File: src/hdl/hccf_pkg.sv
package hccf_pkg;

  // Fixed field widths of the item and result.
  localparam int ID_BITS      = 16;
  localparam int COUNTER_BITS = 2;
  localparam int WORD_BITS    = 32;
  localparam int PER_WORD     = WORD_BITS / COUNTER_BITS;
  localparam int SLOT_BITS    = $clog2(PER_WORD);
  // Number of counter words that a 16-bit record id can reach.
  localparam int ID_WORDS     = (1 << ID_BITS) / PER_WORD;

  // Queue between the classifier and the executor.
  localparam int QUEUE_DEPTH  = 2;
  localparam int QPTR_BITS    = $clog2(QUEUE_DEPTH);
  localparam int QCNT_BITS    = $clog2(QUEUE_DEPTH + 1);

  // Item opcodes.
  localparam logic OP_HIT   = 1'b0;
  localparam logic OP_CLEAR = 1'b1;

  // Configuration register index, taken from paddr[2].
  localparam logic REG_HIT_THRESHOLD_MODE = 1'b0;

  typedef struct packed {
    logic               opcode;
    logic [ID_BITS-1:0] rec_id;
  } item_t;

  typedef struct packed {
    logic                    is_candidate;
    logic [ID_BITS-1:0]      hit_record;
    logic [COUNTER_BITS-1:0] count_after;
  } result_t;

  typedef enum logic [1:0] {
    KIND_HIT,
    KIND_PASS,
    KIND_CLEAR
  } kind_t;

  typedef struct packed {
    kind_t              kind;
    logic [ID_BITS-1:0] rec_id;
  } q_item_t;

  typedef enum logic [1:0] {
    ST_SWEEP,
    ST_IDLE,
    ST_MODIFY
  } back_state_t;

endpackage

File: src/hdl/hccf_front.sv
module hccf_front import hccf_pkg::*; #(
  parameter int RECORDS = 65536
) (
  input  logic    clk,
  input  logic    rst,
  input  logic    hold,
  input  logic    item_valid,
  output logic    item_stall,
  input  item_t   item,
  output logic    q_valid,
  output q_item_t q_item,
  input  logic    q_pop
);

  q_item_t                entries [QUEUE_DEPTH];
  logic [QPTR_BITS-1:0]   wr_ptr;
  logic [QPTR_BITS-1:0]   rd_ptr;
  logic [QCNT_BITS-1:0]   count;
  q_item_t                classified;
  logic                   push;
  logic                   pop;

  // Sort each item: a clear, a hit on a tracked record, or an id that is
  // out of range and is only echoed.
  always_comb begin
    classified.rec_id = item.rec_id;
    if (item.opcode == OP_CLEAR) begin
      classified.kind = KIND_CLEAR;
    end else if (32'(item.rec_id) < 32'(RECORDS)) begin
      classified.kind = KIND_HIT;
    end else begin
      classified.kind = KIND_PASS;
    end
  end

  assign item_stall = hold || (count == QCNT_BITS'(QUEUE_DEPTH));
  assign push       = item_valid && !item_stall;
  assign pop        = q_pop && q_valid;
  assign q_valid    = (count != '0);
  assign q_item     = entries[rd_ptr];

  always_ff @(posedge clk) begin
    if (rst) begin
      wr_ptr <= '0;
      rd_ptr <= '0;
      count  <= '0;
    end else begin
      if (push) begin
        wr_ptr <= wr_ptr + 1'b1;
      end
      if (pop) begin
        rd_ptr <= rd_ptr + 1'b1;
      end
      if (push && !pop) begin
        count <= count + 1'b1;
      end else if (pop && !push) begin
        count <= count - 1'b1;
      end
    end
  end

  always_ff @(posedge clk) begin
    if (push) begin
      entries[wr_ptr] <= classified;
    end
  end

endmodule

File: config.mk
export PLATFORM = sky130hd
export DESIGN_NAME = hccf_front
export DESIGN_NICKNAME = d
export VERILOG_FILES = /design/src/hdl/hccf_pkg.sv /design/src/hdl/hccf_front.sv
export SDC_FILE = /design/constraint.sdc
export NUM_CORES = 1
export LEC_CHECK = 0
export BUFFER_PORTS_ARGS = -buffer_cell sky130_fd_sc_hd__buf_2
export CORE_MARGIN = 5
export CORE_UTILIZATION = 50
export CTS_CLUSTER_SIZE = 16
export DETAILED_ROUTE_END_ITERATION = 6
export PLACE_DENSITY = 0.77
export SYNTH_ARGS = -nofsm -noshare
export SYNTH_HDL_FRONTEND = slang
export SYNTH_SLANG_ARGS = --single-unit
File: constraint.sdc
create_clock -name clk -period 2.3 [get_ports clk]
set_clock_uncertainty 0.05 [all_clocks]
set_input_delay 0.115 -clock clk [delete_from_list [all_inputs] [get_ports clk]]
set_output_delay 0.115 -clock clk [all_outputs]
set_load 0.03 [all_outputs]
---- Word-level counts from Yosys, hierarchy flattened ----
Memory sizes are Yosys's and may differ from the RTL's. A register that Yosys moved wholly into a read port is not among the register bits.
Cells that the tools add are included.
word-level totals
  output and inout bits ................... 20
  bits in registers ....................... 4
  input port bits ......................... 22
  memories ................................ 1
  bits in writable memories ............... 36
  logic and storage cells ................. 26
operators by class
  reductions and logical operators ........ 10
  $add $sub $neg .......................... 4
  mux-type cells .......................... 7
  eq/ne operators ......................... 1
memory list
  name     depth  width  rd ports  clocked after Yosys merged registers in  write ports  line              RTL
  entries  2      18     1         1                                        1            hccf_front.sv:15  q_item_t entries [QUEUE_DEPTH];
operator list
  cell                                                                 number
  2-bit two-way mux                                                    3
  1-bit logical AND                                                    4
  1-bit two-way mux                                                    4
  2-bit nonzero test                                                   2
  1-bit zero test                                                      3
  1-bit adder (second input constant)                                  2
  2-bit by 1-bit adder with 2-bit output (second input constant)       1
  2-bit equality test (second input constant)                          1
  2-bit by 1-bit subtractor with 2-bit output (second input constant)  1
  1-bit logical OR                                                     1

---- Logic depth before layout (Yosys ltp) ----
Gate-level depths: netlist (run 1).
  depth after elaboration ................. 8
  gate-level depth with buffers ........... 6
  depth with buffers taken out ............ 6

---- Worst setup path after synthesis (run 1) ----
No wires, ideal clock.
  path kind ............................... register to register
  from .................................... register count[0]
  to ...................................... memory entries[0][0] in the netlist's numbering (enable)
  clock period less this slack ............ 1.944 ns
  buffers on the path ..................... 0
  arrival time ............................ 1.502 ns
  stages on the path, launching flop included .. 4
  slack ................................... 0.356 ns
  required time ........................... 1.858 ns
  setup time .............................. 0.392 ns
  path through ............................ dfxtp_1 nand2b_1 and2_1 nor2b_1
on the way
  word-level cells in the longest chain between the ends .. 6
RTL lines
  item                                     line              RTL
  start: declaration                       hccf_front.sv:18  logic [QCNT_BITS-1:0] count;
  start signal: assignment                 hccf_front.sv:55  count <= count + 1'b1;
  start signal: assignment                 hccf_front.sv:57  count <= count - 1'b1;
  2-bit equality test                      hccf_front.sv:36  assign item_stall = hold || (count == QCNT_BITS'(QUEUE_DEPTH));
  1-bit logical OR                         hccf_front.sv:36
  1-bit zero test                          hccf_front.sv:37  assign push = item_valid && !item_stall;
  1-bit logical AND                        hccf_front.sv:37
  net push                                 hccf_front.sv:20  logic push;
  1-bit two-way mux                        hccf_front.sv:63  if (push) begin
  1-bit two-way mux (not written as such)  hccf_front.sv:64  entries[wr_ptr] <= classified;
  end: declaration                         hccf_front.sv:15
The timed path passes the listed nets, and every way through them passes these cells.

==> results of run 1 <==
[per-stage QoR]
stage | hold slack (ps) | instances | total power, uW | area [sq um]
2_1_floorplan | 134 | 82 | 1380 | 1470
3_3_place_gp | 254 | 153 | 1520 | 1720
5_1_grt | 92.1 | 179 | 1960 | 1950
6_report | 89.4 | 179 | 1850 | 1950
4_1_cts | 85.0 | 179 | 1880 | 1950
3_5_place_dp | 261 | 153 | 1540 | 1720
[registers in the layout, summed over array words and instances (netlist names), named ones only]
signal and count:
wr_ptr 1, rd_ptr 1, count 2, entries 34
[cell usage in the layout, fill, tap and decap left out, types with 2 or more instances in the layout]
master	Yosys	routed
dfxtp_1	5	5
buf_4	2	3
nor2_1	4	4
o21ai_0	3	3
mux2_2	17	17
edfxtp_1	34	34
clkbuf_4	0	5
xor2_1	3	3
dlygate4sd3_1	0	18
nand2b_1	3	3
buf_2	1	40
clkbuf_1	0	2
[cells by family (layout without fill, tap and decap cells)]
| family | after synthesis | after routing | synth area share |
|---|---|---|---|
| flip-flops | 39 | 39 | 0.762 |
| multiplexers | 17 | 17 | 0.130 |
| AND/OR/NAND/NOR | 14 | 14 | 0.0519 |
| AO/OA/AOI/OAI | 4 | 4 | 0.0136 |
| XOR/XNOR | 3 | 3 | 0.0179 |
| buffers and inverters | 3 | 69 | 0.0136 |
| adder cells (fa/ha/maj) | 1 | 1 | 0.00850 |
| other | 1 | 1 | 0.00255 |
[report_power, final]
group          switching [uW]  leakage, uW  internal, uW
combinational             360     0.000377           255
sequential               73.2     0.000353           852
clock                     193    0.0000293           119
[critical path: cells and delay by family (launching register included)]
kind	cells	cell delay (ps)
DFF	1	790
muxes	1	410
buffers and inverters	1	180
[cell type report]
cell class	instances	area share
sequential	39	0.576
timing repair buffer	61	0.207
multi-input combinational	40	0.171
clock buffer	7	0.0232
tap	31	0.0199
clock inverter	1	0.00257
[Yosys cell counts]
master / count / area, sq um
ha_1: 1 / 12.5
mux2_2: 17 / 191
nand2b_1: 3 / 18.8
buf_4: 2 / 15.0
or2_2: 1 / 6.26
nor2b_1: 2 / 12.5
a21oi_1: 1 / 5.00
xor2_1: 3 / 26.3
buf_2: 1 / 5.00
edfxtp_1: 34 / 1020
nand3_1: 1 / 5.00
o21ai_0: 3 / 15.0
and2_1: 1 / 6.26
or3_1: 1 / 6.26
dfxtp_1: 5 / 100
and3_1: 1 / 6.26
nor2_1: 4 / 15.0
conb_1: 1 / 3.75
[final timing paths]
| path | startpoint | to | cells past startpoint |
|---|---|---|---|
| max | register | q_item[8] | 2 |
| min | hold | wr_ptr$_SDFFE_PP0P_ | 4 |
| max reg2reg | count[0]$_SDFFE_PP0P_ | count[1]$_SDFFE_PP0P_ | 5 |
| min reg2reg | rd_ptr$_SDFFE_PP0P_ | register | 2 |
[per-layer routing]
layer  vias to the layer above  GRT usage  routed length [um]
met3                         7     0.0420                 188
li1                        437          -                   -
met5                         -          0                   0
met4                         0     0.0763                  55
met1                       420      0.152                 987
met2                        31      0.256                1460
[what timing repair did]
item | in CTS | in global routing
hold buffers | 18 | 0
buffers inserted | 0 | 0
endpoints found under the hold margin | 38 | 0
==> results.json, run 1 <==
{
  "outcome": "finished, final reports clean",
  "report.final.hold_viol_count": 0,
  "critPathMaxStageDelay_ps": 790,
  "grt_pass1_vias": 999,
  "drt_iter0_drc": 15,
  "setup_ws_ps": 426,
  "syn-num-nets": 105,
  "cts_buffers": 5,
  "grt_pass1_wl_um": 4470,
  "crit_slowest_cell": "dfxtp_1",
  "ir_worst_vdd_uv": 680,
  "htreeDepth": 2,
  "initial_utilization": 0.529,
  "setup-tns-final_ps": 0,
  "detail-route-antenna-nets": 0,
  "yosys_warnings": 0,
  "row_count": 19,
  "io_buffers": 40,
  "clk_latency_ps": 320,
  "drc": 0,
  "synth.cell_area_sq_um": 1470,
  "drive_above_1_share": 0.459,
  "syn_to_final_growth_pct": 32.2,
  "routed-via-count": 895,
  "track_usage": 0.144,
  "maxCapViolCount": 0,
  "crit_path_end_kind": "output pin",
  "clock_sinks": 39,
  "seqCellArea_sq_um": 1120,
  "fin_crit_sh": 0.815,
  "clock_path_buffers": 2,
  "globalRouteOverflowTotal": 0,
  "antenna_cells": 0,
  "die_w_um": 64.2,
  "crit_fanout": 17,
  "max_freq_mhz": 534,
  "gp_congestion": 0.722,
  "synth-seq-cells": 39,
  "required_ps": 2130,
  "power_density_nw_per_um2": 953,
  "firstDrtPassIters": 3,
  "crit_arrival_ps": 1710,
  "die_y_um": 64.2,
  "nFillCells": 202,
  "path_clk_slew_ps": 100,
  "setup_viol": 0,
  "crit_type": "register to output pin",
  "hold_class": "input port to register",
  "vias_per_cell": 5.00,
  "synth-seq-area-share": 0.762,
  "drt-wirelength-per-cell_um": 15.0,
  "nets": 170,
  "grt_max_degree": 18,
  "rsz0062_at_grt": "false",
  "synth_cells": 82,
  "slew_viol_final": 0,
  "synth_cell_type_count": 18,
  "tritoncts": "done",
  "slew_headroom": 0.525,
  "crit_chain": "mux2_2 -> buf_2",
  "syn_area_per_cell_sq_um": 17.9,
  "ios": 42,
  "critPathLaunchType": "register",
  "multi_input_area_sq_um": 333,
  "die-area_sq_um": 4130,
  "final_util": 0.700,
  "cts-root-buf": "clkbuf_4",
  "coreArea_sq_um": 2780,
  "post_cts_resized": 0,
  "dpl_worst_slack_ps": 579,
  "reg2reg_slack_ps": 560,
  "worst_pin_slew_ps": 712,
  "fin_crit_ps": 1870,
  "antenna_found_initial": 0,
  "dp_hpwl_um": 1840,
  "p_leak_uw": 0.000759,
  "drt-total-wl_um": 2690
}
No activity file was read; power rests on OpenSTA's default activity.
==> run 2, diff against run 1 <==
Settings changed: ABC_AREA set to 1, CORE_UTILIZATION 50 to 51, PLACE_DENSITY 0.77 to 0.78.
Clock period 2.3 ns to 1.73 ns, I/O delays scaled along.
==> run 2 against run 1 <==
- largest power group unchanged
- critical endpoint is now q_item[5]
- total power increased by 26%
- sequential power increased by 22%
- final cell count increased by 10%
- combinational power increased by 3.7%
- clock power increased by 84%
- worst setup slack got worse by 240 ps
==> results.json, run 2 <==
{
  "hold_class": "input port to register",
  "grt_pass1_vias": 999,
  "tritoncts": "done",
  "clock_path_buffers": 2,
  "power_density_nw_per_um2": 1130,
  "coreArea_sq_um": 2980,
  "yosys_warnings": 0,
  "drt-total-wl_um": 2740,
  "maxCapViolCount": 0,
  "synth-seq-area-share": 0.726,
  "p_comb_frac": 0.273,
  "swShare": 0.291,
  "ys.flop_type": "edfxtp_1",
  "setup-tns-final_ps": 0,
  "crit_path_end_kind": "output pin",
  "fin_crit_sh": 0.891,
  "yosys-top-cells-count": "edfxtp_1, nand2_1, inv_1, mux2_4, mux2_2",
  "antenna_found_initial": 0,
  "p_leak_uw": 0.000872,
  "crit_fanout": 10,
  "die-area_sq_um": 4230,
  "ir_worst_vdd_uv": 801,
  "firstDrtPassIters": 4,
  "seqCellArea_sq_um": 1120,
  "critPathLaunchType": "register",
  "dp_hpwl_um": 1810,
  "synth.cell_area_sq_um": 1550,
  "met1Wirelength_um": 1100,
  "met2_wirelength_um": 1430,
  "wl_met3_um": 158,
  "drc": 0,
  "clk_latency_ps": 330,
  "synth-seq-cells": 39,
  "p_int_uw": 1660,
  "nFillCells": 208,
  "die_w_um": 65.0,
  "post_cts_resized": 0,
  "synth_cells": 95,
  "gp_congestion": 0.651,
  "clock_sinks": 39,
  "outcome": "finished, final reports clean",
  "track_usage": 0.147,
  "synth.most_common_cell": "edfxtp_1",
  "multi_input_area_sq_um": 350,
  "cts_setup_buffers": 0,
  "ios": 42,
  "p_total_uw": 2340,
  "detail-route-antenna-nets": 0,
  "nets": 186,
  "cts-root-buf": "clkbuf_4",
  "vias_per_cell": 4.82,
  "setup_viol": 0,
  "routed-via-count": 950,
  "synth_edf_count": 34,
  "path_clk_slew_ps": 110,
  "async_flop_share": 0,
  "largest_reg_flops": 34,
  "required_ps": 1590,
  "syn-num-nets": 118,
  "htreeDepth": 2,
  "report.final.hold_viol_count": 0,
  "cts_buffers": 5,
  "layout_commonest_cell": "buf_2",
  "synthTopCellsByArea": "edfxtp_1, mux2_4, dfxtp_1",
  "yosysTopAreaCellShare": 0.661,
  "syn_to_final_growth_pct": 33.8,
  "die_y_um": 65.0,
  "crit_type": "register to output pin",
  "slew_viol_final": 0,
  "most-common-layout-cells": "buf_2, edfxtp_1, dlygate4sd3_1, nand2_1",
  "p_switching_uw": 682,
  "rsz0062_at_grt": "false",
  "drt_iter0_drc": 35,
  "crit_arrival_ps": 1400,
  "row_count": 20,
  "syn_area_per_cell_sq_um": 16.3,
  "fin_crit_ps": 1540,
  "largest-register": "entries",
  "reg2reg_slack_ps": 240,
  "maxUsedRoutingLayer": "met4",
  "synth_cell_type_count": 16,
  "drive_above_1_share": 0.427,
  "p_seq_frac": 0.482,
  "io_buffers": 40,
  "p_clk_frac": 0.245,
  "yosysTopAreaCell": "edfxtp_1",
  "initial_utilization": 0.519,
  "max_freq_mhz": 649,
  "top_regs": "entries: 34 flops, count: 2 flops",
  "drt-wirelength-per-cell_um": 13.9,
  "antenna_cells": 0,
  "grt_max_degree": 14,
  "globalRouteOverflowTotal": 0,
  "grt_pass1_wl_um": 4410
}
run 2: changes by cell type after synthesis, moves of 2 or more:
| cell | previous run | this run |
|---|---|---|
| xor2_1 | 3 | 0 |
| mux2_4 | 0 | 10 |
| nand2_1 | 0 | 11 |
| nand3_1 | 1 | 3 |
| nand4_1 | 0 | 2 |
| mux2_2 | 17 | 7 |
| o21ai_0 | 3 | 1 |
| nand2b_1 | 3 | 0 |
| inv_1 | 0 | 10 |
| nor2b_1 | 2 | 0 |
run 2: kinds of logic (layout without fill, tap and decap cells):
kind of cell,Yosys count,count (layout),share of synthesized area
AO/OA/AOI/OAI,3,3,0.00971
adder cells (fa/ha/maj),1,1,0.00810
buffers and inverters,13,82,0.0494
flip-flops,39,39,0.726
multiplexers,17,17,0.148
other,1,1,0.00243
AND/OR/NAND/NOR,21,21,0.0567
run 2: per-stage QoR:
stage	setup WS, ps	hold slack (ps)	util	area [sq um]	std cells
2_1_floorplan	238	108	-	1550	95
3_3_place_gp	359	207	0.605	1800	170
3_5_place_dp	256	218	0.605	1800	170
4_1_cts	154	47.4	0.694	2070	197
5_1_grt	72.4	70.8	0.694	2070	197
6_report	189	59.4	0.694	2070	197
run 2: what timing repair did:
item / in CTS / in global routing
endpoints found under the hold margin: 39 / 0
hold buffers: 19 / 0
endpoints found under the setup margin: 0 / 0
run 2: area by class of cell:
class / count / share of cell area
timing repair buffer: 64 / 0.213
clock buffer: 5 / 0.0182
inverter: 10 / 0.0182
clock inverter: 3 / 0.0188
sequential: 39 / 0.542
tap: 33 / 0.0200
multi-input combinational: 43 / 0.169
run 2: final timing paths:
check                        start               endpoint  cells after the start
max reg2reg  count[0]$_SDFFE_PP0P_  count[1]$_SDFFE_PP0P_                     10
min reg2reg    rd_ptr$_SDFFE_PP0P_    rd_ptr$_SDFFE_PP0P_                      2
min                     item_valid    wr_ptr$_SDFFE_PP0P_                      4
max                       register              q_item[5]                      3
run 2: routing by layer:
metal / vias up / track usage
met5: - / 0
met4: 0 / 0.0725
li1: 472 / -
met2: 32 / 0.259
met1: 442 / 0.148
met3: 4 / 0.0607
run 2: power by group through the flow:
| stage | Combinational (uW) | Clock, uW | Sequential, uW |
|---|---|---|---|
| after floorplan | 473 | 0 | 1140 |
| after global placement | 592 | 0 | 1140 |
| after detailed placement | 608 | 0 | 1150 |
| after CTS | 643 | 594 | 1130 |
| after global routing | 688 | 640 | 1140 |
| final | 639 | 574 | 1130 |
run 2: worst max-delay path, cell delays in order (launching register included):
cell and delay (ps):
dfxtp_1 350, buf_4 230, mux2_4 320, buf_2 180
